File: config.mk
export PLATFORM = sky130hd
export DESIGN_NAME = asmp_regs
export DESIGN_NICKNAME = d
export VERILOG_FILES = /design/src/rtl/asmp_pkg.sv /design/src/rtl/asmp_regs.sv
export SDC_FILE = /design/constraint.sdc
export NUM_CORES = 1
export LEC_CHECK = 0
export ABC_AREA = 1
export ABC_CLOCK_PERIOD_IN_PS = 900
export BUFFER_PORTS_ARGS = -buffer_cell sky130_fd_sc_hd__buf_2
export CORE_MARGIN = 10
export CORE_UTILIZATION = 44
export CTS_CLUSTER_DIAMETER = 30
export DETAILED_ROUTE_END_ITERATION = 6
export PLACE_DENSITY = 0.75
export SETUP_SLACK_MARGIN = 0.05
export SLEW_MARGIN = 20
export SYNTH_ARGS = -nofsm -noshare
export SYNTH_HDL_FRONTEND = slang
export SYNTH_SLANG_ARGS = --single-unit
File: constraint.sdc
create_clock -name clock -period 0.9 [get_ports clock]
set_input_delay 0.18 -clock clock [delete_from_list [all_inputs] [get_ports clock]]
set_output_delay 0.18 -clock clock [all_outputs]
set_load 0.1 [all_outputs]
File: src/rtl/asmp_pkg.sv
// ----------------------------------------------------------------------------
// asmp_pkg
// Shared types, constants and tables of the arctangent servo motion profile.
// ----------------------------------------------------------------------------
package asmp_pkg;

   localparam int STEP_MS_DEF      = 5;
   localparam int CORDIC_STEPS_DEF = 24;

   localparam int ANGLE_W = 8;
   localparam int DUR_W   = 16;
   localparam int GAIN_W  = 32;
   localparam int DATA_W  = 32;
   localparam int IDX_W   = 3;
   localparam int T_W     = 17;
   localparam int DIFF_W  = 20;
   localparam int PROD_W  = 52;
   localparam int Y_W     = 54;
   localparam int Z_W     = 33;
   localparam int ITER_W  = 5;
   localparam int K_W     = 17;
   localparam int NUM_W   = 50;
   localparam int REM_W   = 48;
   localparam int Q_W     = 15;
   localparam int DCNT_W  = 2;
   localparam int PULSE_W = 16;

   localparam int HI_LSB      = 17;
   localparam int HI_W        = 30;
   localparam int RECIP_W     = 18;
   localparam int RECIP_SHIFT = 32;

   localparam logic [IDX_W-1:0] REG_START_A  = 3'd0;
   localparam logic [IDX_W-1:0] REG_END_A    = 3'd1;
   localparam logic [IDX_W-1:0] REG_START_B  = 3'd2;
   localparam logic [IDX_W-1:0] REG_END_B    = 3'd3;
   localparam logic [IDX_W-1:0] REG_DURATION = 3'd4;
   localparam logic [IDX_W-1:0] REG_GAIN     = 3'd5;

   localparam logic signed [Y_W-1:0]   X_INIT      = 54'sd33554432;
   localparam logic [REM_W-1:0]        PI_Q30      = 48'd3373259426;
   localparam logic signed [NUM_W-1:0] HALF_PI_Q30 = 50'sd1686629713;
   // floor(2^49 / PI_Q30)
   localparam logic [RECIP_W-1:0]      PI_RECIP    = 18'd166886;

   typedef struct packed {
      logic [ANGLE_W-1:0] start_a;
      logic [ANGLE_W-1:0] end_a;
      logic [ANGLE_W-1:0] start_b;
      logic [ANGLE_W-1:0] end_b;
      logic [DUR_W-1:0]   duration;
      logic [GAIN_W-1:0]  gain;
   } cfg_type;

   typedef struct packed {
      logic clear_time;
      logic load;
      logic mult;
      logic cordic_step;
      logic prod;
      logic div_init;
      logic div_step;
      logic out_load;
      logic advance;
   } cmd_type;

   typedef struct packed {
      logic cordic_done;
      logic div_done;
      logic last;
   } status_type;

   function automatic logic [31:0] atan_q30(input logic [ITER_W-1:0] i);
      logic [31:0] v;
      case (i)
         5'd0:    v = 32'h3243F6A8;
         5'd1:    v = 32'h1DAC6705;
         5'd2:    v = 32'h0FADBAFC;
         5'd3:    v = 32'h07F56EA6;
         5'd4:    v = 32'h03FEAB76;
         5'd5:    v = 32'h01FFD55B;
         5'd6:    v = 32'h00FFFAAA;
         5'd7:    v = 32'h007FFF55;
         5'd8:    v = 32'h003FFFEA;
         5'd9:    v = 32'h001FFFFD;
         5'd10:   v = 32'h000FFFFF;
         5'd11:   v = 32'h0007FFFF;
         5'd12:   v = 32'h0003FFFF;
         5'd13:   v = 32'h0001FFFF;
         5'd14:   v = 32'h0000FFFF;
         5'd15:   v = 32'h00007FFF;
         5'd16:   v = 32'h00003FFF;
         5'd17:   v = 32'h00001FFF;
         5'd18:   v = 32'h00000FFF;
         5'd19:   v = 32'h000007FF;
         5'd20:   v = 32'h000003FF;
         5'd21:   v = 32'h000001FF;
         5'd22:   v = 32'h000000FF;
         5'd23:   v = 32'h0000007F;
         5'd24:   v = 32'h0000003F;
         5'd25:   v = 32'h0000001F;
         5'd26:   v = 32'h0000000F;
         5'd27:   v = 32'h00000008;
         5'd28:   v = 32'h00000004;
         5'd29:   v = 32'h00000002;
         5'd30:   v = 32'h00000001;
         default: v = 32'h00000000;
      endcase
      return v;
   endfunction

   // 160 * (end - start)
   function automatic logic signed [K_W-1:0] span_gain(input logic [ANGLE_W-1:0] s,
                                                       input logic [ANGLE_W-1:0] e);
      logic signed [ANGLE_W:0] d;
      d = $signed({e[ANGLE_W-1], e}) - $signed({s[ANGLE_W-1], s});
      return $signed({{(K_W-ANGLE_W-1){d[ANGLE_W]}}, d}) * 17'sd160;
   endfunction

   function automatic logic [PULSE_W-1:0] pulse_fn(input logic [ANGLE_W-1:0] s,
                                                   input logic [ANGLE_W-1:0] e,
                                                   input logic [Q_W-1:0] q,
                                                   input logic neg);
      logic signed [18:0] ss;
      logic signed [18:0] es;
      logic signed [18:0] mid;
      logic signed [18:0] ps;
      logic signed [18:0] pe;
      logic signed [18:0] lo;
      logic signed [18:0] hi;
      logic signed [18:0] qs;
      logic signed [18:0] p;
      ss  = $signed({{11{s[ANGLE_W-1]}}, s});
      es  = $signed({{11{e[ANGLE_W-1]}}, e});
      mid = 19'sd22400 + 19'sd80 * (ss + es);
      ps  = 19'sd22400 + 19'sd160 * ss;
      pe  = 19'sd22400 + 19'sd160 * es;
      qs  = $signed({4'b0000, q});
      p   = neg ? (mid - qs) : (mid + qs);
      lo  = (ps < pe) ? ps : pe;
      hi  = (ps < pe) ? pe : ps;
      if (p < lo) begin
         p = lo;
      end
      if (p > hi) begin
         p = hi;
      end
      return p[PULSE_W-1:0];
   endfunction

endpackage

File: src/rtl/asmp_regs.sv
// ----------------------------------------------------------------------------
// asmp_regs
// Configuration register bank, written through the csr channel.
// ----------------------------------------------------------------------------
module asmp_regs (
   input  logic                           clock,
   input  logic                           reset,
   input  logic                           csr_valid,
   output logic                           csr_ready,
   input  logic [asmp_pkg::IDX_W-1:0]     csr_index,
   input  logic [asmp_pkg::DATA_W-1:0]    csr_data,
   output asmp_pkg::cfg_type              cfg
);
   import asmp_pkg::*;

   cfg_type cfg_ff;
   cfg_type cfg_in;

   assign csr_ready = 1'b1;
   assign cfg       = cfg_ff;

   always_comb begin
      cfg_in = cfg_ff;
      if (csr_valid && csr_ready) begin
         case (csr_index)
            REG_START_A:  cfg_in.start_a  = csr_data[ANGLE_W-1:0];
            REG_END_A:    cfg_in.end_a    = csr_data[ANGLE_W-1:0];
            REG_START_B:  cfg_in.start_b  = csr_data[ANGLE_W-1:0];
            REG_END_B:    cfg_in.end_b    = csr_data[ANGLE_W-1:0];
            REG_DURATION: cfg_in.duration = csr_data[DUR_W-1:0];
            REG_GAIN:     cfg_in.gain     = csr_data[GAIN_W-1:0];
            default:      cfg_in = cfg_ff;
         endcase
      end
   end

   always_ff @(posedge clock) begin
      if (reset) begin
         cfg_ff.start_a  <= 8'd0;
         cfg_ff.end_a    <= 8'd60;
         cfg_ff.start_b  <= 8'd0;
         cfg_ff.end_b    <= 8'd0;
         cfg_ff.duration <= 16'd2000;
         cfg_ff.gain     <= 32'd86059;
      end else begin
         cfg_ff <= cfg_in;
      end
   end

endmodule

### Word level (Yosys, flattened, before mapping)

Cells that the tools add are included.

* register bits after elaboration: 80
* latch bits: 0
* memory bits (writable): 0
* bits in read-only memories: 0
* word-level logic and storage cells: 18
* memories: 0

* add/sub/neg operators: 0
* multiply operators: 0
* div/mod/pow operators: 0
* magnitude comparators: 0
* equality and inequality tests: 5
* shifts and indexed selects: 0
* mux-type cells: 0
* bitwise gates (word level): 0
* reduce and logical (&&, ||, !) cells: 7

Operators with widths (number)
* 2-bit AND reduction: 6
* 3-bit by 2-bit == test with 1-bit output, second input constant: 2
* 3-bit == test, second input constant: 2
* 3-bit by 1-bit == test with 1-bit output, second input constant: 1
* 3-bit zero test: 1

### Logic depth before layout (Yosys ltp)

Gate-level depths: netlist of the first run.

* depth in word-level cells: 2
* depth in mapped cells: 7
* gate-level depth less buffers: 5

### Worst setup path after synthesis of the first run

OpenSTA, ideal clock, no wires.

* kind: reg-to-reg
* from: register, netlist name cfg[10]
* to: register cfg_ff (netlist bit cfg[10])
* library setup time: 65 ps
* data arrival time: 1142 ps
* required time: 835 ps
* setup slack: -307 ps
* cell stages (with the launch flop): 3
* buffers on the path: 0
* clock period less this slack: 1207 ps
* cell sequence: dfxtp_1 -> nor2_1 -> nor2_1

RTL lines
* end signal, assigned: RTL line asmp_regs.sv:46 `cfg_ff <= cfg_in;`
* end, declared: RTL line asmp_regs.sv:16 `cfg_type cfg_ff;`

### Final worst setup path of the first run

* from: register cfg_ff (netlist bit cfg[68])
* to: output cfg[68] in the netlist's numbering

RTL lines
* end, declared: RTL line asmp_regs.sv:12 `output asmp_pkg::cfg_type cfg`

No word-level cell between the ends.

==> summary.md, run 1 <==
| Metric | Value |
|---|---|
| Setup Viol. Count Final | 80 |
| Fmax | 0.918 GHz |
| Top cell type's share of synthesized area | 49.7% |
| Worst path cell trace | buf_12 |
| Count of cell types in the netlist | 14 |
| # fillers | 430 |
| Total grt overflow | 0 |
| Nets | 629 |
| Area after DPL | 0.00554 mm2 |
| Non-filler instance count after layout | 695 |
| Delay-heaviest family, CP | flip-flops |
| Sequential-to-total area share from yosys stat | 49.7% |
| Pwr per Cell Area | 1510 mW/mm2 |
| First-pass GRT wire length | 17800 um |
| Clock root buffer | clkbuf_8 |
| Number of synthesized register bits | 80 |
| Crit-path max cell delay | 370 ps |
| Post-Syn Instances | 462 |
| TNS Setup | -14010 ps |
| CP endpoint kind | primary output |
| Num CTS Buffers | 9 |
| Grt peak-use layer | met2 |
| Post-DRT Antenna Nets | 0 |
| Routability cong. | 0.821 |
| Synthesized cell area | 0.00322 mm2 |
| Status | finished with violations |
| Vias per cell | 4.99 |
| Max-slew violations | 0 |
| Commonest cells after routing, fill and taps aside | 125 x nor2_1, 104 x nand2_1, 88 x buf_12 |
| Met1 Use GR | 19.0% |
| Largest net degree at the start of global routing | 47 |
| Max reg flops | 80 |
| Sink Count | 80 |
| Max clock buf depth | 2 |
| Fraction of layout cells with a size suffix above 1 | 42.6% |
| Failing checks | negative setup slack |
| Post-synthesis net count | 500 |
| Synth area leader | dfxtp_1 |
| Rows | 31 |
| Die ar. | 0.0111 mm2 |
| Tcrit/Tclk final | 121% |
| Overall power | 8800 uW |
| GRT Overall Usage | 19.7% |
| Crit start category | flip-flop |
| Min cycle time layout | 1090 ps |
| CTS Hold Bufs | 0 |
| Sequential Area | 0.00190 mm2 |
| Port Buffer Count | 117 |
| Skew final | 0 ps |
| RSZ-0062 raised after global routing | true |
| Placed insts | 673 |
| IR drop worst, VDD | 0.985 mV |
| Hold WS | 34.9 ps |
| Commonest non-fill, non-tap cell in the layout | nor2_1 |
| Initial antenna violation count | 0 |
| Synth Area per Inst | 6.97 um2 |
| Hold crit path type | input pin to flip-flop |
| WP data arrival | 910 ps |
| Top cells by area, synth | dfxtp_1 50%, nor2_1 15%, nand2_1 12% |
| Die H | 106 um |
| Initial Util | 44.9% |
| Clk_lat worst skew | 360 ps |
| Leak pwr | 0.00260 uW |
| Area growth, synth to finish | 81.4% |
| H-tree depth | 3 |
| Vias in the first global route | 3637 |
| Fin area | 0.00584 mm2 |
| DRC viols | 0 |
| CP Max Fanout | 2 |
| First-pass DRT Iterations | 5 |
| Hold Fails Final Rpt | 0 |
| Initial drt markers | 141 |
| Core area | 0.00718 mm2 |
| Multi-input logic area | 0.00138 mm2 |
| Die X | 106 um |
| CP Data Required Time | 720 ps |
| DR WL/cell | 16.0 um |
| I/O pin count | 119 |
| Drt total wl | 11200 um |
| DP HPWL | 8430 um |
| Met3 Usage GRT | 7.67% |
| Buf/Inv on CP | 1 |
| Worst setup margin | -189 ps |
| Clock Pin Slew Worst Setup and Hold Paths | 80 ps |
| CTS tree | built |
| Max-cap violations | 0 |
| ANT cells | 0 |
| Grt met2 use | 35.6% |
| WS Path Type | flip-flop to primary output |
| Vias post-DR | 3466 |
| Master of the slowest instance on the critical path | dfxtp_4 |
| YS warnings | 0 |
==> routing by layer <==
layer  up-vias  routed length (um)
met5         -                   0
met4         0                 366
met3        30                1130
met2       150                5820
met1      1603                3830
li1       1683                   -
==> layout make-up <==
cell class	instances	area share, %
Clock inverter	7	1.65
Timing Repair Buffer	141	35.6
Clock buffer	9	2.12
Tap cell	99	2.12
Multi-Input combinational cell	323	23.6
Sequential cell	80	32.6
Inverter	36	2.31
==> kinds of logic after synthesis <==
group | after synthesis | synth area share, %
and+or+nand+nor | 322 | 41.8
buffers and inverters | 59 | 8.32
DFF | 80 | 49.7
other | 1 | 0.116
==> repair_timing <==
| item | 4_1_cts | 5_1_grt |
|---|---|---|
| setup buffers | 4 | 2 |
| setup endpoints to repair | 80 | 98 |
| resized for setup | 0 | 9 |
| pin swaps | 0 | 1 |
==> report_power, final <==
| group | switching, uW | total (uW) | internal [uW] |
|---|---|---|---|
| sequential | 134 | 3650 | 3510 |
| combinational | 1460 | 2230 | 774 |
| clock | 1360 | 2920 | 1560 |
==> through the flow <==
stage,setup WS [ps],utilization [%]
2_1_floorplan,56.3,-
4_1_cts,-199,80.7
6_report,-189,81.4
5_1_grt,-208,81.4
3_3_place_gp,-172,77.2
3_5_place_dp,-257,77.2
==> synthesized netlist by cell type <==
master / number
inv_2: 4
buf_1: 6
nand2_1: 106
nand3b_1: 2
conb_1: 1
nand3_1: 78
clkbuf_1: 2
nor2_2: 7
nor2_4: 2
nor2_1: 127
dfxtp_1: 80
buf_2: 4
inv_1: 32
buf_4: 11
==> final timing paths <==
path,from,end,slack (ps),depth (start not counted)
worst max register to register,cfg[46]$_SDFFE_PP0P_,cfg[46]$_SDFFE_PP0P_,50,4
worst min-delay path,csr_data[6],cfg[38]$_SDFFE_PP1P_,30,3
worst max-delay path,cfg[68]$_SDFFE_PP1P_,cfg[68],-190,1
worst min register to register,cfg[12]$_SDFFE_PP1P_,cfg[12]$_SDFFE_PP1P_,500,2
Power figures use the tool's default switching activity.
==> run 2, diff against run 1 <==
--- a/config.mk
+++ b/config.mk
@@ -13,6 +13,7 @@
 export CTS_CLUSTER_DIAMETER = 30
 export DETAILED_ROUTE_END_ITERATION = 6
 export PLACE_DENSITY = 0.75
+export REMOVE_ABC_BUFFERS = 1
 export SETUP_SLACK_MARGIN = 0.05
 export SLEW_MARGIN = 20
 export SYNTH_ARGS = -nofsm -noshare
==> summary.md, run 2 (synthesis results as in run 1) <==
| Metric | Value |
|---|---|
| Status | finished with violations |
| Failing checks | negative setup slack |
| First-pass GRT wire length | 16800 um |
| Overall power | 9190 uW |
| Tcrit/Tclk final | 121% |
| DRC viols | 0 |
| Sink Count | 80 |
| Layout Utilization | 78.8% |
| Worst path cell trace | buf_12 |
| Vias per cell | 4.84 |
| Die ar. | 0.0111 mm2 |
| Master of the slowest instance on the critical path | dfxtp_2 |
| CTS tree | built |
| Skew final | 0 ps |
| Switching power | 2890 uW |
| CP endpoint kind | primary output |
| WP data arrival | 910 ps |
| H-tree depth | 3 |
| Reg2reg end | cfg[25]$_SDFFE_PP0P_ |
| Clock Pin Slew Worst Setup and Hold Paths | 80 ps |
| Drt total wl | 10200 um |
| Delay-heaviest family, CP | flip-flops |
| Max-cap violations | 0 |
| Port Buffer Count | 117 |
| Clk_lat worst skew | 350 ps |
| Max reg flops | 80 |
| Min cycle time layout | 1090 ps |
| GRT Overall Usage | 18.4% |
| Largest net degree at the start of global routing | 46 |
| Clock root buffer | clkbuf_8 |
| IR drop worst, VDD | 1.08 mV |
| Nets | 630 |
| Initial Util | 44.9% |
| Fmax | 0.920 GHz |
| Routability cong. | 0.854 |
| Pwr per Cell Area | 1620 mW/mm2 |
| Hold crit path type | input pin to flip-flop |
| Vias post-DR | 3369 |
| Worst setup margin | -187 ps |
| Sw frac | 31.5% |
| Hold Path Depth | 3 |
| First-pass DRT Iterations | 5 |
| Commonest non-fill, non-tap cell in the layout | nor2_1 |
| Fraction of layout cells with a size suffix above 1 | 42.4% |
| Leak pwr | 0.00259 uW |
| CP Max Fanout | 2 |
| Vias in the first global route | 3393 |
| Logic pwr share | 24.1% |
| Max-slew violations | 0 |
| Rows | 31 |
| Hold Path Sink | cfg[42]$_SDFFE_PP1P_ |
| Max clock buf depth | 2 |
| Hold Fails Final Rpt | 0 |
| Core area | 0.00718 mm2 |
| Area growth, synth to finish | 75.7% |
| FF-to-FF Start | cfg[25]$_SDFFE_PP0P_ |
| Commonest cells after routing, fill and taps aside | 126 x nor2_1, 104 x nand2_1, 89 x buf_12 |
| Share of total power in the clock network | 34.4% |
| Worst min-delay path startpoint | csr_data[10] |
| Hold WS | 42.0 ps |
| Die H | 106 um |
| DR WL/cell | 14.6 um |
| Initial antenna violation count | 0 |
| Post-DRT Antenna Nets | 0 |
| CP Data Required Time | 720 ps |
| Reg power frac | 41.6% |
| ANT cells | 0 |
| Die X | 106 um |
| Fin area | 0.00566 mm2 |
| WS Path Type | flip-flop to primary output |
| R2R depth | 4 |
| Setup Viol. Count Final | 80 |
| Int Pwr | 6300 uW |
| Flop2flop setup slack | 80 ps |
| Total grt overflow | 0 |
| RSZ-0062 raised after global routing | true |
| Area after DPL | 0.00523 mm2 |
| Buf/Inv on CP | 1 |
| # fillers | 450 |
| Crit-path max cell delay | 380 ps |
| Initial drt markers | 137 |
| I/O pin count | 119 |
| DP HPWL | 7600 um |
| Crit start category | flip-flop |
| Num CTS Buffers | 9 |
==> run 2: cell types whose count changed in the layout (fill, tap and decap cells not counted), moves of 2 or more <==
cell and delta:
clkinvlp_4 -2, nor2_4 -3, nor2_2 +2, dfxtp_2 +78, buf_4 +2, dfxtp_4 -78
buf_6 -2
==> run 2: power groups by stage <==
stage,Clock (uW),Sequential (uW),Combinational [uW]
detailed placement,0,3880,2180
global route,3350,3830,2330
floorplan,0,4700,431
finish,3160,3820,2210
global placement,0,3880,2140
CTS,3200,3820,2200
==> run 2: area by class of cell <==
cell class,count,area (um2),area share [%]
Timing Repair Buffer,142,2090,37.0
Multi-Input combinational cell,323,1360,24.1
Clock inverter,6,108,1.90
Sequential cell,80,1710,30.2
Clock buffer,10,128,2.26
Inverter,36,138,2.43
Tap cell,99,124,2.19
==> run 2: worst max-delay path by stage <==
stage / from / end / cells past startpoint
after floorplan: csr_valid / cfg[66]$_SDFFE_PP1P_ / 5
after global placement: csr_index[2] / cfg[41]$_SDFFE_PP1P_ / 6
after detailed placement: csr_index[2] / cfg[1]$_SDFFE_PP1P_ / 6
after CTS: cfg[36]$_SDFFE_PP1P_ / cfg[36] / 1
after global routing: cfg[4]$_SDFFE_PP0P_ / cfg[4] / 1
final: cfg[4]$_SDFFE_PP0P_ / cfg[4] / 1
==> run 2: through the flow <==
| step | TNS [ps] | std cells | setup slack (ps) |
|---|---|---|---|
| floorplan | -51360 | 439 | -745 |
| global placement | -12770 | 673 | -220 |
| detailed placement | -14400 | 673 | -268 |
| CTS | -14520 | 693 | -194 |
| global route | -15250 | 696 | -209 |
| finish | -13360 | 696 | -187 |
==> run 2: per-layer routing <==
metal | GRT usage, % | wire [um] | vias to the layer above
li1 | - | - | 1681
met1 | 19.3 | 3840 | 1527
met2 | 30.9 | 4910 | 140
met3 | 8.71 | 1200 | 21
met4 | 8.22 | 234 | 0
met5 | 0 | 0 | -
==> run 2: what timing repair did <==
action / 4_1_cts / 5_1_grt
setup endpoints to repair: 80 / 100
setup buffers: 4 / 3
pin swaps: 0 / 1
gates resized for setup: 80 / 8
hold buffers: 0 / 0
