===== src/rtl/asmp_pkg.sv =====
// ----------------------------------------------------------------------------
// asmp_pkg
// Shared types, constants and tables of the arctangent servo motion profile.
// ----------------------------------------------------------------------------
package asmp_pkg;

   localparam int STEP_MS_DEF      = 5;
   localparam int CORDIC_STEPS_DEF = 24;

   localparam int ANGLE_W = 8;
   localparam int DUR_W   = 16;
   localparam int GAIN_W  = 32;
   localparam int DATA_W  = 32;
   localparam int IDX_W   = 3;
   localparam int T_W     = 17;
   localparam int DIFF_W  = 20;
   localparam int PROD_W  = 52;
   localparam int Y_W     = 54;
   localparam int Z_W     = 33;
   localparam int ITER_W  = 5;
   localparam int K_W     = 17;
   localparam int NUM_W   = 50;
   localparam int REM_W   = 48;
   localparam int Q_W     = 15;
   localparam int DCNT_W  = 2;
   localparam int PULSE_W = 16;

   localparam int HI_LSB      = 17;
   localparam int HI_W        = 30;
   localparam int RECIP_W     = 18;
   localparam int RECIP_SHIFT = 32;

   localparam logic [IDX_W-1:0] REG_START_A  = 3'd0;
   localparam logic [IDX_W-1:0] REG_END_A    = 3'd1;
   localparam logic [IDX_W-1:0] REG_START_B  = 3'd2;
   localparam logic [IDX_W-1:0] REG_END_B    = 3'd3;
   localparam logic [IDX_W-1:0] REG_DURATION = 3'd4;
   localparam logic [IDX_W-1:0] REG_GAIN     = 3'd5;

   localparam logic signed [Y_W-1:0]   X_INIT      = 54'sd33554432;
   localparam logic [REM_W-1:0]        PI_Q30      = 48'd3373259426;
   localparam logic signed [NUM_W-1:0] HALF_PI_Q30 = 50'sd1686629713;
   // floor(2^49 / PI_Q30)
   localparam logic [RECIP_W-1:0]      PI_RECIP    = 18'd166886;

   typedef struct packed {
      logic [ANGLE_W-1:0] start_a;
      logic [ANGLE_W-1:0] end_a;
      logic [ANGLE_W-1:0] start_b;
      logic [ANGLE_W-1:0] end_b;
      logic [DUR_W-1:0]   duration;
      logic [GAIN_W-1:0]  gain;
   } cfg_type;

   typedef struct packed {
      logic clear_time;
      logic load;
      logic mult;
      logic cordic_step;
      logic prod;
      logic div_init;
      logic div_step;
      logic out_load;
      logic advance;
   } cmd_type;

   typedef struct packed {
      logic cordic_done;
      logic div_done;
      logic last;
   } status_type;

   function automatic logic [31:0] atan_q30(input logic [ITER_W-1:0] i);
      logic [31:0] v;
      case (i)
         5'd0:    v = 32'h3243F6A8;
         5'd1:    v = 32'h1DAC6705;
         5'd2:    v = 32'h0FADBAFC;
         5'd3:    v = 32'h07F56EA6;
         5'd4:    v = 32'h03FEAB76;
         5'd5:    v = 32'h01FFD55B;
         5'd6:    v = 32'h00FFFAAA;
         5'd7:    v = 32'h007FFF55;
         5'd8:    v = 32'h003FFFEA;
         5'd9:    v = 32'h001FFFFD;
         5'd10:   v = 32'h000FFFFF;
         5'd11:   v = 32'h0007FFFF;
         5'd12:   v = 32'h0003FFFF;
         5'd13:   v = 32'h0001FFFF;
         5'd14:   v = 32'h0000FFFF;
         5'd15:   v = 32'h00007FFF;
         5'd16:   v = 32'h00003FFF;
         5'd17:   v = 32'h00001FFF;
         5'd18:   v = 32'h00000FFF;
         5'd19:   v = 32'h000007FF;
         5'd20:   v = 32'h000003FF;
         5'd21:   v = 32'h000001FF;
         5'd22:   v = 32'h000000FF;
         5'd23:   v = 32'h0000007F;
         5'd24:   v = 32'h0000003F;
         5'd25:   v = 32'h0000001F;
         5'd26:   v = 32'h0000000F;
         5'd27:   v = 32'h00000008;
         5'd28:   v = 32'h00000004;
         5'd29:   v = 32'h00000002;
         5'd30:   v = 32'h00000001;
         default: v = 32'h00000000;
      endcase
      return v;
   endfunction

   // 160 * (end - start)
   function automatic logic signed [K_W-1:0] span_gain(input logic [ANGLE_W-1:0] s,
                                                       input logic [ANGLE_W-1:0] e);
      logic signed [ANGLE_W:0] d;
      d = $signed({e[ANGLE_W-1], e}) - $signed({s[ANGLE_W-1], s});
      return $signed({{(K_W-ANGLE_W-1){d[ANGLE_W]}}, d}) * 17'sd160;
   endfunction

   function automatic logic [PULSE_W-1:0] pulse_fn(input logic [ANGLE_W-1:0] s,
                                                   input logic [ANGLE_W-1:0] e,
                                                   input logic [Q_W-1:0] q,
                                                   input logic neg);
      logic signed [18:0] ss;
      logic signed [18:0] es;
      logic signed [18:0] mid;
      logic signed [18:0] ps;
      logic signed [18:0] pe;
      logic signed [18:0] lo;
      logic signed [18:0] hi;
      logic signed [18:0] qs;
      logic signed [18:0] p;
      ss  = $signed({{11{s[ANGLE_W-1]}}, s});
      es  = $signed({{11{e[ANGLE_W-1]}}, e});
      mid = 19'sd22400 + 19'sd80 * (ss + es);
      ps  = 19'sd22400 + 19'sd160 * ss;
      pe  = 19'sd22400 + 19'sd160 * es;
      qs  = $signed({4'b0000, q});
      p   = neg ? (mid - qs) : (mid + qs);
      lo  = (ps < pe) ? ps : pe;
      hi  = (ps < pe) ? pe : ps;
      if (p < lo) begin
         p = lo;
      end
      if (p > hi) begin
         p = hi;
      end
      return p[PULSE_W-1:0];
   endfunction

endpackage


===== src/rtl/asmp_ctrl.sv =====
// ----------------------------------------------------------------------------
// asmp_ctrl
// Sequencer: tick acceptance, move state, datapath commands, result valid.
// ----------------------------------------------------------------------------
module asmp_ctrl (
   input  logic                   clock,
   input  logic                   reset,
   input  logic                   req_valid,
   output logic                   req_stall,
   input  logic                   req_restart,
   output logic                   rsp_valid,
   input  logic                   rsp_stall,
   input  asmp_pkg::status_type   status,
   output asmp_pkg::cmd_type      cmd
);
   import asmp_pkg::*;

   typedef enum logic [6:0] {
      S_IDLE   = 7'b0000001,
      S_MULT   = 7'b0000010,
      S_CORDIC = 7'b0000100,
      S_PROD   = 7'b0001000,
      S_DINIT  = 7'b0010000,
      S_DIV    = 7'b0100000,
      S_DONE   = 7'b1000000
   } state_type;

   state_type state_ff;
   state_type state_in;
   logic      moving_ff;
   logic      moving_in;
   logic      rsp_valid_ff;
   logic      rsp_valid_in;
   logic      accept;
   logic      out_free;

   assign req_stall = (state_ff != S_IDLE);
   assign accept    = req_valid && !req_stall;
   assign out_free  = !rsp_valid_ff || !rsp_stall;
   assign rsp_valid = rsp_valid_ff;

   always_comb begin
      state_in     = state_ff;
      moving_in    = moving_ff;
      rsp_valid_in = rsp_valid_ff && rsp_stall;
      cmd          = '0;
      case (state_ff)
         S_IDLE: begin
            if (accept) begin
               cmd.clear_time = req_restart;
               if (req_restart || moving_ff) begin
                  moving_in = 1'b1;
                  cmd.load  = 1'b1;
                  state_in  = S_MULT;
               end
            end
         end
         S_MULT: begin
            cmd.mult = 1'b1;
            state_in = S_CORDIC;
         end
         S_CORDIC: begin
            cmd.cordic_step = 1'b1;
            if (status.cordic_done) begin
               state_in = S_PROD;
            end
         end
         S_PROD: begin
            cmd.prod = 1'b1;
            state_in = S_DINIT;
         end
         S_DINIT: begin
            cmd.div_init = 1'b1;
            state_in     = S_DIV;
         end
         S_DIV: begin
            cmd.div_step = 1'b1;
            if (status.div_done) begin
               state_in = S_DONE;
            end
         end
         S_DONE: begin
            if (out_free) begin
               cmd.out_load = 1'b1;
               rsp_valid_in = 1'b1;
               if (status.last) begin
                  moving_in = 1'b0;
               end else begin
                  cmd.advance = 1'b1;
               end
               state_in = S_IDLE;
            end
         end
         default: begin
            state_in = S_IDLE;
         end
      endcase
   end

   always_ff @(posedge clock) begin
      if (reset) begin
         state_ff     <= S_IDLE;
         moving_ff    <= 1'b0;
         rsp_valid_ff <= 1'b0;
      end else begin
         state_ff     <= state_in;
         moving_ff    <= moving_in;
         rsp_valid_ff <= rsp_valid_in;
      end
   end

endmodule


===== config.mk =====
export PLATFORM = sky130hd
export DESIGN_NAME = asmp_ctrl
export DESIGN_NICKNAME = d
export VERILOG_FILES = /design/src/rtl/asmp_pkg.sv /design/src/rtl/asmp_ctrl.sv
export SDC_FILE = /design/constraint.sdc
export NUM_CORES = 1
export LEC_CHECK = 0
export BUFFER_PORTS_ARGS = -buffer_cell sky130_fd_sc_hd__buf_4
export CAP_MARGIN = 15
export CORE_AREA = 3 3 40 42
export DETAILED_ROUTE_END_ITERATION = 10
export DIE_AREA = 0 0 43 45
export PLACE_DENSITY_LB_ADDON = 0.3
export SLEW_MARGIN = 20
export SYNTH_ARGS = -nofsm -noshare
export SYNTH_HDL_FRONTEND = slang
export SYNTH_SLANG_ARGS = --single-unit

===== constraint.sdc =====
create_clock -name clock -period 3.04 [get_ports clock]
set_input_delay 0.456 -clock clock [delete_from_list [all_inputs] [get_ports clock]]
set_output_delay 0.456 -clock clock [all_outputs]
set_load 0.01 [all_outputs]

* After elaboration in Yosys (flattened, before gate mapping)
Cells that the tools add are included.
W data, S select, Z words.
** Word-level totals
- Register bits :: 9
- Output and inout bits :: 11
- Logic and storage cells :: 51
** Operators by class
- Eq/ne operators :: 14
- Muxes and demuxes :: 24
- Reduce and logical (&&, ||, !) cells :: 10
** Operators by type and width (count)
- $pmux W7 S7 :: 1
- $mux W7 :: 5
- $mux W1 :: 13
- $ne A2 B2 Y1 const B :: 6
- $reduce_and A5 Y1 :: 2
- $mux W2 :: 4
- $eq A7 B1 Y1 const B :: 1
- $eq A7 B2 Y1 const B :: 1
- $eq A7 B3 Y1 const B :: 1
- $eq A7 B4 Y1 const B :: 1
- $eq A7 B5 Y1 const B :: 1
- $eq A7 B6 Y1 const B :: 1
- $eq A7 B7 Y1 const B :: 1
- $ne A7 B1 Y1 const B :: 1
- $logic_not A1 Y1 :: 3
- $logic_and A1 B1 Y1 :: 2
- $logic_or A1 B1 Y1 :: 2
- $pmux W1 S2 :: 1
- $reduce_bool A2 Y1 :: 1

* Depth between registers and ports, before layout
Gate-level depths: netlist (run 1).
- Depth after elaboration :: 5
- Mapped depth :: 5
- Mapped depth without buffers :: 5

* Worst setup path after synthesis (run 1)
OpenSTA, ideal clock, no wires.
- Path kind :: flip-flop to output port
- From :: register state_ff[1]
- To :: output cmd[0] (netlist name)
- Arrival :: 1.248 ns
- Required time :: 2.584 ns
- Setup slack :: 1.336 ns
- Stages on the path, launching flop included :: 4
- Path through :: dfxtp_1 > nor4b_1 > and3_1 > nor2b_1
** RTL lines
- from (decl) :: RTL line asmp_ctrl.sv:28 : state_type state_ff;
- from (signal assigned) :: RTL line asmp_ctrl.sv:106 : state_ff <= state_in;
- to (decl) :: RTL line asmp_ctrl.sv:14 : output asmp_pkg::cmd_type cmd

==> out/qor.yml, run 1 <==
critical_path:
  timing.setup.critical_path_class: "flop to output port"
  cp-end-kind: "output port"
  cpPeakStageDelay_ns: 0.41
  nature_of_the_critical_path_startpoint: "flop"
  critical_path_cell_with_the_highest_stage_delay: "nor3_1"
  largest_driver_fanout_on_the_critical_path: 8
  setup.reg_to_reg.worst_slack_ns: 1.45
  critical_path.cell_chain: "nor3_1 > nand2b_1 > nor3b_1 > buf_4"
  critical_path_buffer_and_inverter_count: 1
  cp.required_ns: 2.58
  arrival_ns: 1.67
  rr_startpoint: "state_ff[5]$_SDFFE_PP0P_"
  rr_worst_depth: 4
  crit_family: "simple AND/OR/NAND/NOR gates"
  critical_path.reg2reg.endpoint: "state_ff[4]$_SDFFE_PP0P_"
global_routing:
  number_of_antenna_violations_at_the_first_check_in_global_routing: 0
  groute.layer.met1.usage_pct: 18.4
  overflow: 0
  maximum_number_of_pins_on_one_net_before_global_route_repair: 9
  grt_util_met3_pct: 3.98
  first_global_vias: 452
  overall_global_routing_usage_pct: 14.1
  use_met2_pct: 19.5
  grt_first_pass_wirelength_mm: 1.97
  most_congested_layer_reported_by_global_routing: "met2"
sta:
  finalSetupViolCount: 0
  setup_ws_ns: 0.916
  totalNegativeSetupSlack_ns: 0
  tightest_slew_ns: 0.449
  timing.max_slew.rel_slack_pct: 69.7
  final.period_utilization_pct: 69.9
  final.min_clock_period_ns: 2.12
  unrepaired_setup_endpoints_after_global_routing: "false"
  whs_ns: 0.418
  hold_viol: 0
  slew_viol_final: 0
  maxClockFrequency_mhz: 471
  finalClockSkew_ns: 0.00602
clocking:
  cts.reportedPaths.clkPinSlew_ns: 0.06
  cts_tree: "yes"
  htreeDepth: 1
  postCtsSetupRepairBufs: 0
  cts_buffers: 3
  clock-sinks: 9
  root_driver: "clkbuf_4"
  cts_resized: 0
  clock_latency_ns: 0.26
  clock_path_buffers: 2
  cts_hold_repair.buffers: 0
synth:
  mappedNetlistNets: 70
  synth.ff_latch_count: 9
  ys_types: 29
  syn-mean-instance-area_sq_um: 8.13
  area_of_the_mapped_netlist_sq_um: 504
  syn_inst: 62
  synth_seq_area_share_pct: 35.7
  yosysWarningCount: 0
detailed_routing:
  vias: 518
  wl_mm: 1.22
  vias_per_cell: 5.29
  antenna_violating_nets_post_route: 0
  drc: 0
  avgRoutedWirePerCell_um: 12.4
  drt_pre_antenna_iters: 4
  drt_first_iter_violations: 12
place:
  gp_congestion: 0.896
  portBuffers: 18
  number_of_cells_in_the_design_after_placement: 94
  place_hpwl_um: 984
  preCtsSetupSlack_ns: 1.20
layout:
  area_growth_syn_to_layout_pct: 35.0
  num-fill-cells: 134
  final_cell_count_no_fill: 98
  final_layout_size_suffix_gt1_share_pct: 31.3
  layout.area.seq_sq_um: 180
  nNetsFinal: 92
  layout_commonest_cell: "buf_4"
  layout_common_cells: "buf_4, dfxtp_1, nor2_1"
  antenna_cells: 0
  multi_input_area_sq_um: 305
  postLayoutCoreUtil_pct: 53.0
hold_path:
  min_path_cells: 2
  hold-path-endpoint: "rsp_valid$_SDFF_PP0_"
  worstHoldPathType: "primary input to flop"
  timing.hold.worst.start: "reset"
pwr:
  leakage_nw: 0.309
  ir_drop_uv: 362
  cellPowerDensity_nw_per_um2: 738
floorplanning:
  die_w_um: 43
  ios: 19
  design.core.area_sq_um: 1280
  chipHeight_um: 45
  placementRows: 13
  initial_utilization_pct: 39.2
  dieArea_sq_um: 1940
flow_run:
  cap_violations: 0
outcome:
  status: "complete, no violations"
-- sequential cells by signal, summed over array words and instances, names as in the netlist --
signal,count
state_ff,7
moving_ff,1
rsp_valid,1
-- cell families (layout without fill, tap and decap cells) --
family                    after synthesis  after routing  synth area share, %
and+or+nand+nor                        32             32                 38.0
DFF                                     9              9                 35.7
xor gates and xnor gates                2              2                 3.47
AOI/OAI and AO/OA                      14             14                 19.1
buffers and inverters                   5             26                 3.72
-- stage by stage --
| step | instance area [sq um] | power, mW |
|---|---|---|
| 3_3_place_gp | 654 | 0.410 |
| 6_report | 681 | 0.502 |
| 3_5_place_dp | 654 | 0.413 |
| 2_1_floorplan | 504 | 0.331 |
| 4_1_cts | 681 | 0.507 |
| 5_1_grt | 681 | 0.545 |
-- layout make-up --
type                       instances  share of cell area [%]
inverter                           4                    2.21
tap                               15                    2.76
clock buffer                       4                    3.86
multi-input combinational         48                    44.9
timing repair buffer              18                    19.9
sequential                         9                    26.5
-- how the worst max path moves through the flow --
stage                        startpoint      to  depth (start not counted)
2_1_floorplan  state_ff[1]$_SDFFE_PP0P_  cmd[0]                          3
3_3_place_gp   state_ff[2]$_SDFFE_PP0P_  cmd[3]                          3
3_5_place_dp   state_ff[5]$_SDFFE_PP0P_  cmd[4]                          4
4_1_cts        state_ff[2]$_SDFFE_PP0P_  cmd[3]                          3
5_1_grt        state_ff[5]$_SDFFE_PP0P_  cmd[4]                          4
6_report       state_ff[5]$_SDFFE_PP0P_  cmd[4]                          4
-- cell usage after synthesis --
master / count / area share (%)
a31o_2: 1 / 1.7
o211ai_1: 2 / 3.0
o21ai_0: 3 / 3.0
nand2b_1: 2 / 2.5
or2b_1: 1 / 1.5
or4_4: 1 / 2.2
and3_1: 4 / 5.0
nor2_1: 5 / 3.7
nor4b_1: 2 / 3.5
buf_1: 1 / 0.74
or3b_1: 1 / 1.7
nor4_1: 2 / 2.5
a21oi_1: 4 / 4.0
dfxtp_1: 9 / 36
a2bb2oi_1: 1 / 1.7
nand4_1: 1 / 1.2
o211ai_2: 1 / 2.5
nor3_1: 3 / 3.0
or2_2: 1 / 1.2
o21a_1: 1 / 1.5
xnor2_1: 1 / 1.7
inv_1: 4 / 3.0
nand2_1: 3 / 2.2
nand3_1: 1 / 0.99
o21ai_2: 1 / 1.7
or3_1: 1 / 1.2
nor3b_1: 2 / 3.0
xor2_1: 1 / 1.7
nor2b_1: 2 / 2.5
-- power by group --
part	switching, mW	total, mW	leakage, nW	internal, mW
Combinational	0.133	0.240	0.220	0.107
Clock	0.0408	0.0913	0.0150	0.0505
Sequential	0.0297	0.171	0.0733	0.141
-- layer usage --
metal	up-vias	routed length, um
met1	231	556
met3	2	95
met4	0	16
li1	272	-
met2	13	552
met5	-	0
Power figures use the tool's default switching activity.
==> inputs of run 2 (changes only) <==
clock period = 1.9 ns   (was 3.04 ns; I/O delays follow)
==> out/qor.yml, run 2 (synthesis gave the netlist of run 1 again) <==
sta:
  slew_viol_final: 0
  finalClockSkew_ns: 0.00323
  whs_ns: 0.237
  final.min_clock_period_ns: 1.82
  timing.max_slew.rel_slack_pct: 71.5
  totalNegativeSetupSlack_ns: 0
  unrepaired_setup_endpoints_after_global_routing: "false"
  maxClockFrequency_mhz: 550
  setup_ws_ns: 0.0810
  tightest_slew_ns: 0.423
  finalSetupViolCount: 0
  final.period_utilization_pct: 95.7
  hold_viol: 0
clocking:
  root_driver: "clkbuf_4"
  cts_hold_repair.buffers: 0
  cts_tree: "yes"
  cts_resized: 3
  cts.reportedPaths.clkPinSlew_ns: 0.06
  htreeDepth: 1
  clock-sinks: 9
  postCtsSetupRepairBufs: 0
  clock_path_buffers: 2
  cts_buffers: 3
  clock_latency_ns: 0.27
global_routing:
  use_met2_pct: 21.6
  maximum_number_of_pins_on_one_net_before_global_route_repair: 9
  overall_global_routing_usage_pct: 14.4
  overflow: 0
  grt_util_met3_pct: 2.39
  most_congested_layer_reported_by_global_routing: "met2"
  first_global_vias: 458
  grt_first_pass_wirelength_mm: 2.03
  number_of_antenna_violations_at_the_first_check_in_global_routing: 0
  groute.layer.met1.usage_pct: 18.5
critical_path:
  nature_of_the_critical_path_startpoint: "flop"
  cp-end-kind: "output port"
  timing.setup.critical_path_class: "flop to output port"
  largest_driver_fanout_on_the_critical_path: 5
  arrival_ns: 1.53
  cp.required_ns: 1.62
place:
  number_of_cells_in_the_design_after_placement: 94
  place_hpwl_um: 970
  preCtsSetupSlack_ns: 0.242
  gp_congestion: 0.893
  placedInstanceArea_sq_um: 654
  portBuffers: 18
floorplanning:
  initial_utilization_pct: 39.2
  design.core.area_sq_um: 1280
  placementRows: 13
  chipHeight_um: 45
  die_w_um: 43
  dieArea_sq_um: 1940
  ios: 19
layout:
  layout_commonest_cell: "buf_4"
  final_cell_count_no_fill: 98
  number_of_flip_flops_in_the_largest_register: 7
  register_ranked_first_by_flip_flop_count: "state_ff"
  postLayoutCoreUtil_pct: 56.3
  antenna_cells: 0
  num-fill-cells: 125
  postLayoutCellArea_sq_um: 723
  nNetsFinal: 92
  final_layout_size_suffix_gt1_share_pct: 42.2
  layout_common_cells: "buf_4, dfxtp_1, nor2_1, inv_1, a21oi_1"
  area_growth_syn_to_layout_pct: 43.4
detailed_routing:
  antenna_violating_nets_post_route: 0
  drt_pre_antenna_iters: 3
  vias_per_cell: 5.45
  vias: 534
  wl_mm: 1.25
  drc: 0
  avgRoutedWirePerCell_um: 12.7
  drt_first_iter_violations: 10
pwr:
  ir_drop_uv: 523
  leakage_nw: 0.320
  report.power.total_mw: 0.860
  cellPowerDensity_nw_per_um2: 1190
flow_run:
  cap_violations: 0
hold_path:
  worstHoldPathType: "primary input to flop"
outcome:
  status: "complete, no violations"
[run 2: cell count changes in the layout (fill, tap and decap cells not counted), moves of 2 or more]
cell / change
nor4_1: -2
nor4b_1: -2
nor4b_2: +2
dfxtp_2: +2
dfxtp_1: -2
nor4_2: +2
[run 2: report_power, final]
group	total, mW	internal, mW	switching (mW)
combinational	0.421	0.196	0.225
clock	0.150	0.0811	0.0694
sequential	0.289	0.228	0.0603
total	0.860	0.506	0.354
[run 2: final cells by class]
| class | count | area (sq um) | share of cell area (%) |
|---|---|---|---|
| clock buffers | 4 | 26.3 | 3.63 |
| inverters | 4 | 15.0 | 2.08 |
| multi-input cells | 48 | 345 | 47.8 |
| flip-flops and latches | 9 | 183 | 25.3 |
| well taps | 15 | 18.8 | 2.60 |
| repair buffers | 18 | 135 | 18.7 |
[run 2: final timing paths]
kind	from	endpoint	slack (ns)	depth (start not counted)
worst max-delay path	state_ff[6]$_SDFFE_PP0P_	cmd[7]	0.08	5
worst max register to register	state_ff[5]$_SDFFE_PP0P_	state_ff[0]$_SDFFE_PP1P_	0.28	4
worst min register to register	moving_ff$_SDFFE_PP0P_	moving_ff$_SDFFE_PP0P_	0.48	1
worst min-delay path	reset	state_ff[2]$_SDFFE_PP0P_	0.24	2
[run 2: per-layer routing]
layer | vias to the layer above | part of all wire (%) | wire length [um]
met1 | 246 | 45 | 565
li1 | 267 | - | -
met4 | 0 | 3.0 | 38
met3 | 6 | 6.3 | 78
met2 | 15 | 45 | 565
met5 | - | 0 | 0
[run 2: critical path, stage by stage, from the launching register on]
cell and delay, ns:
dfxtp_1 0.34, nor4_2 0.33, and3_4 0.25, inv_1 0.10, nor2_1 0.12, buf_4 0.13
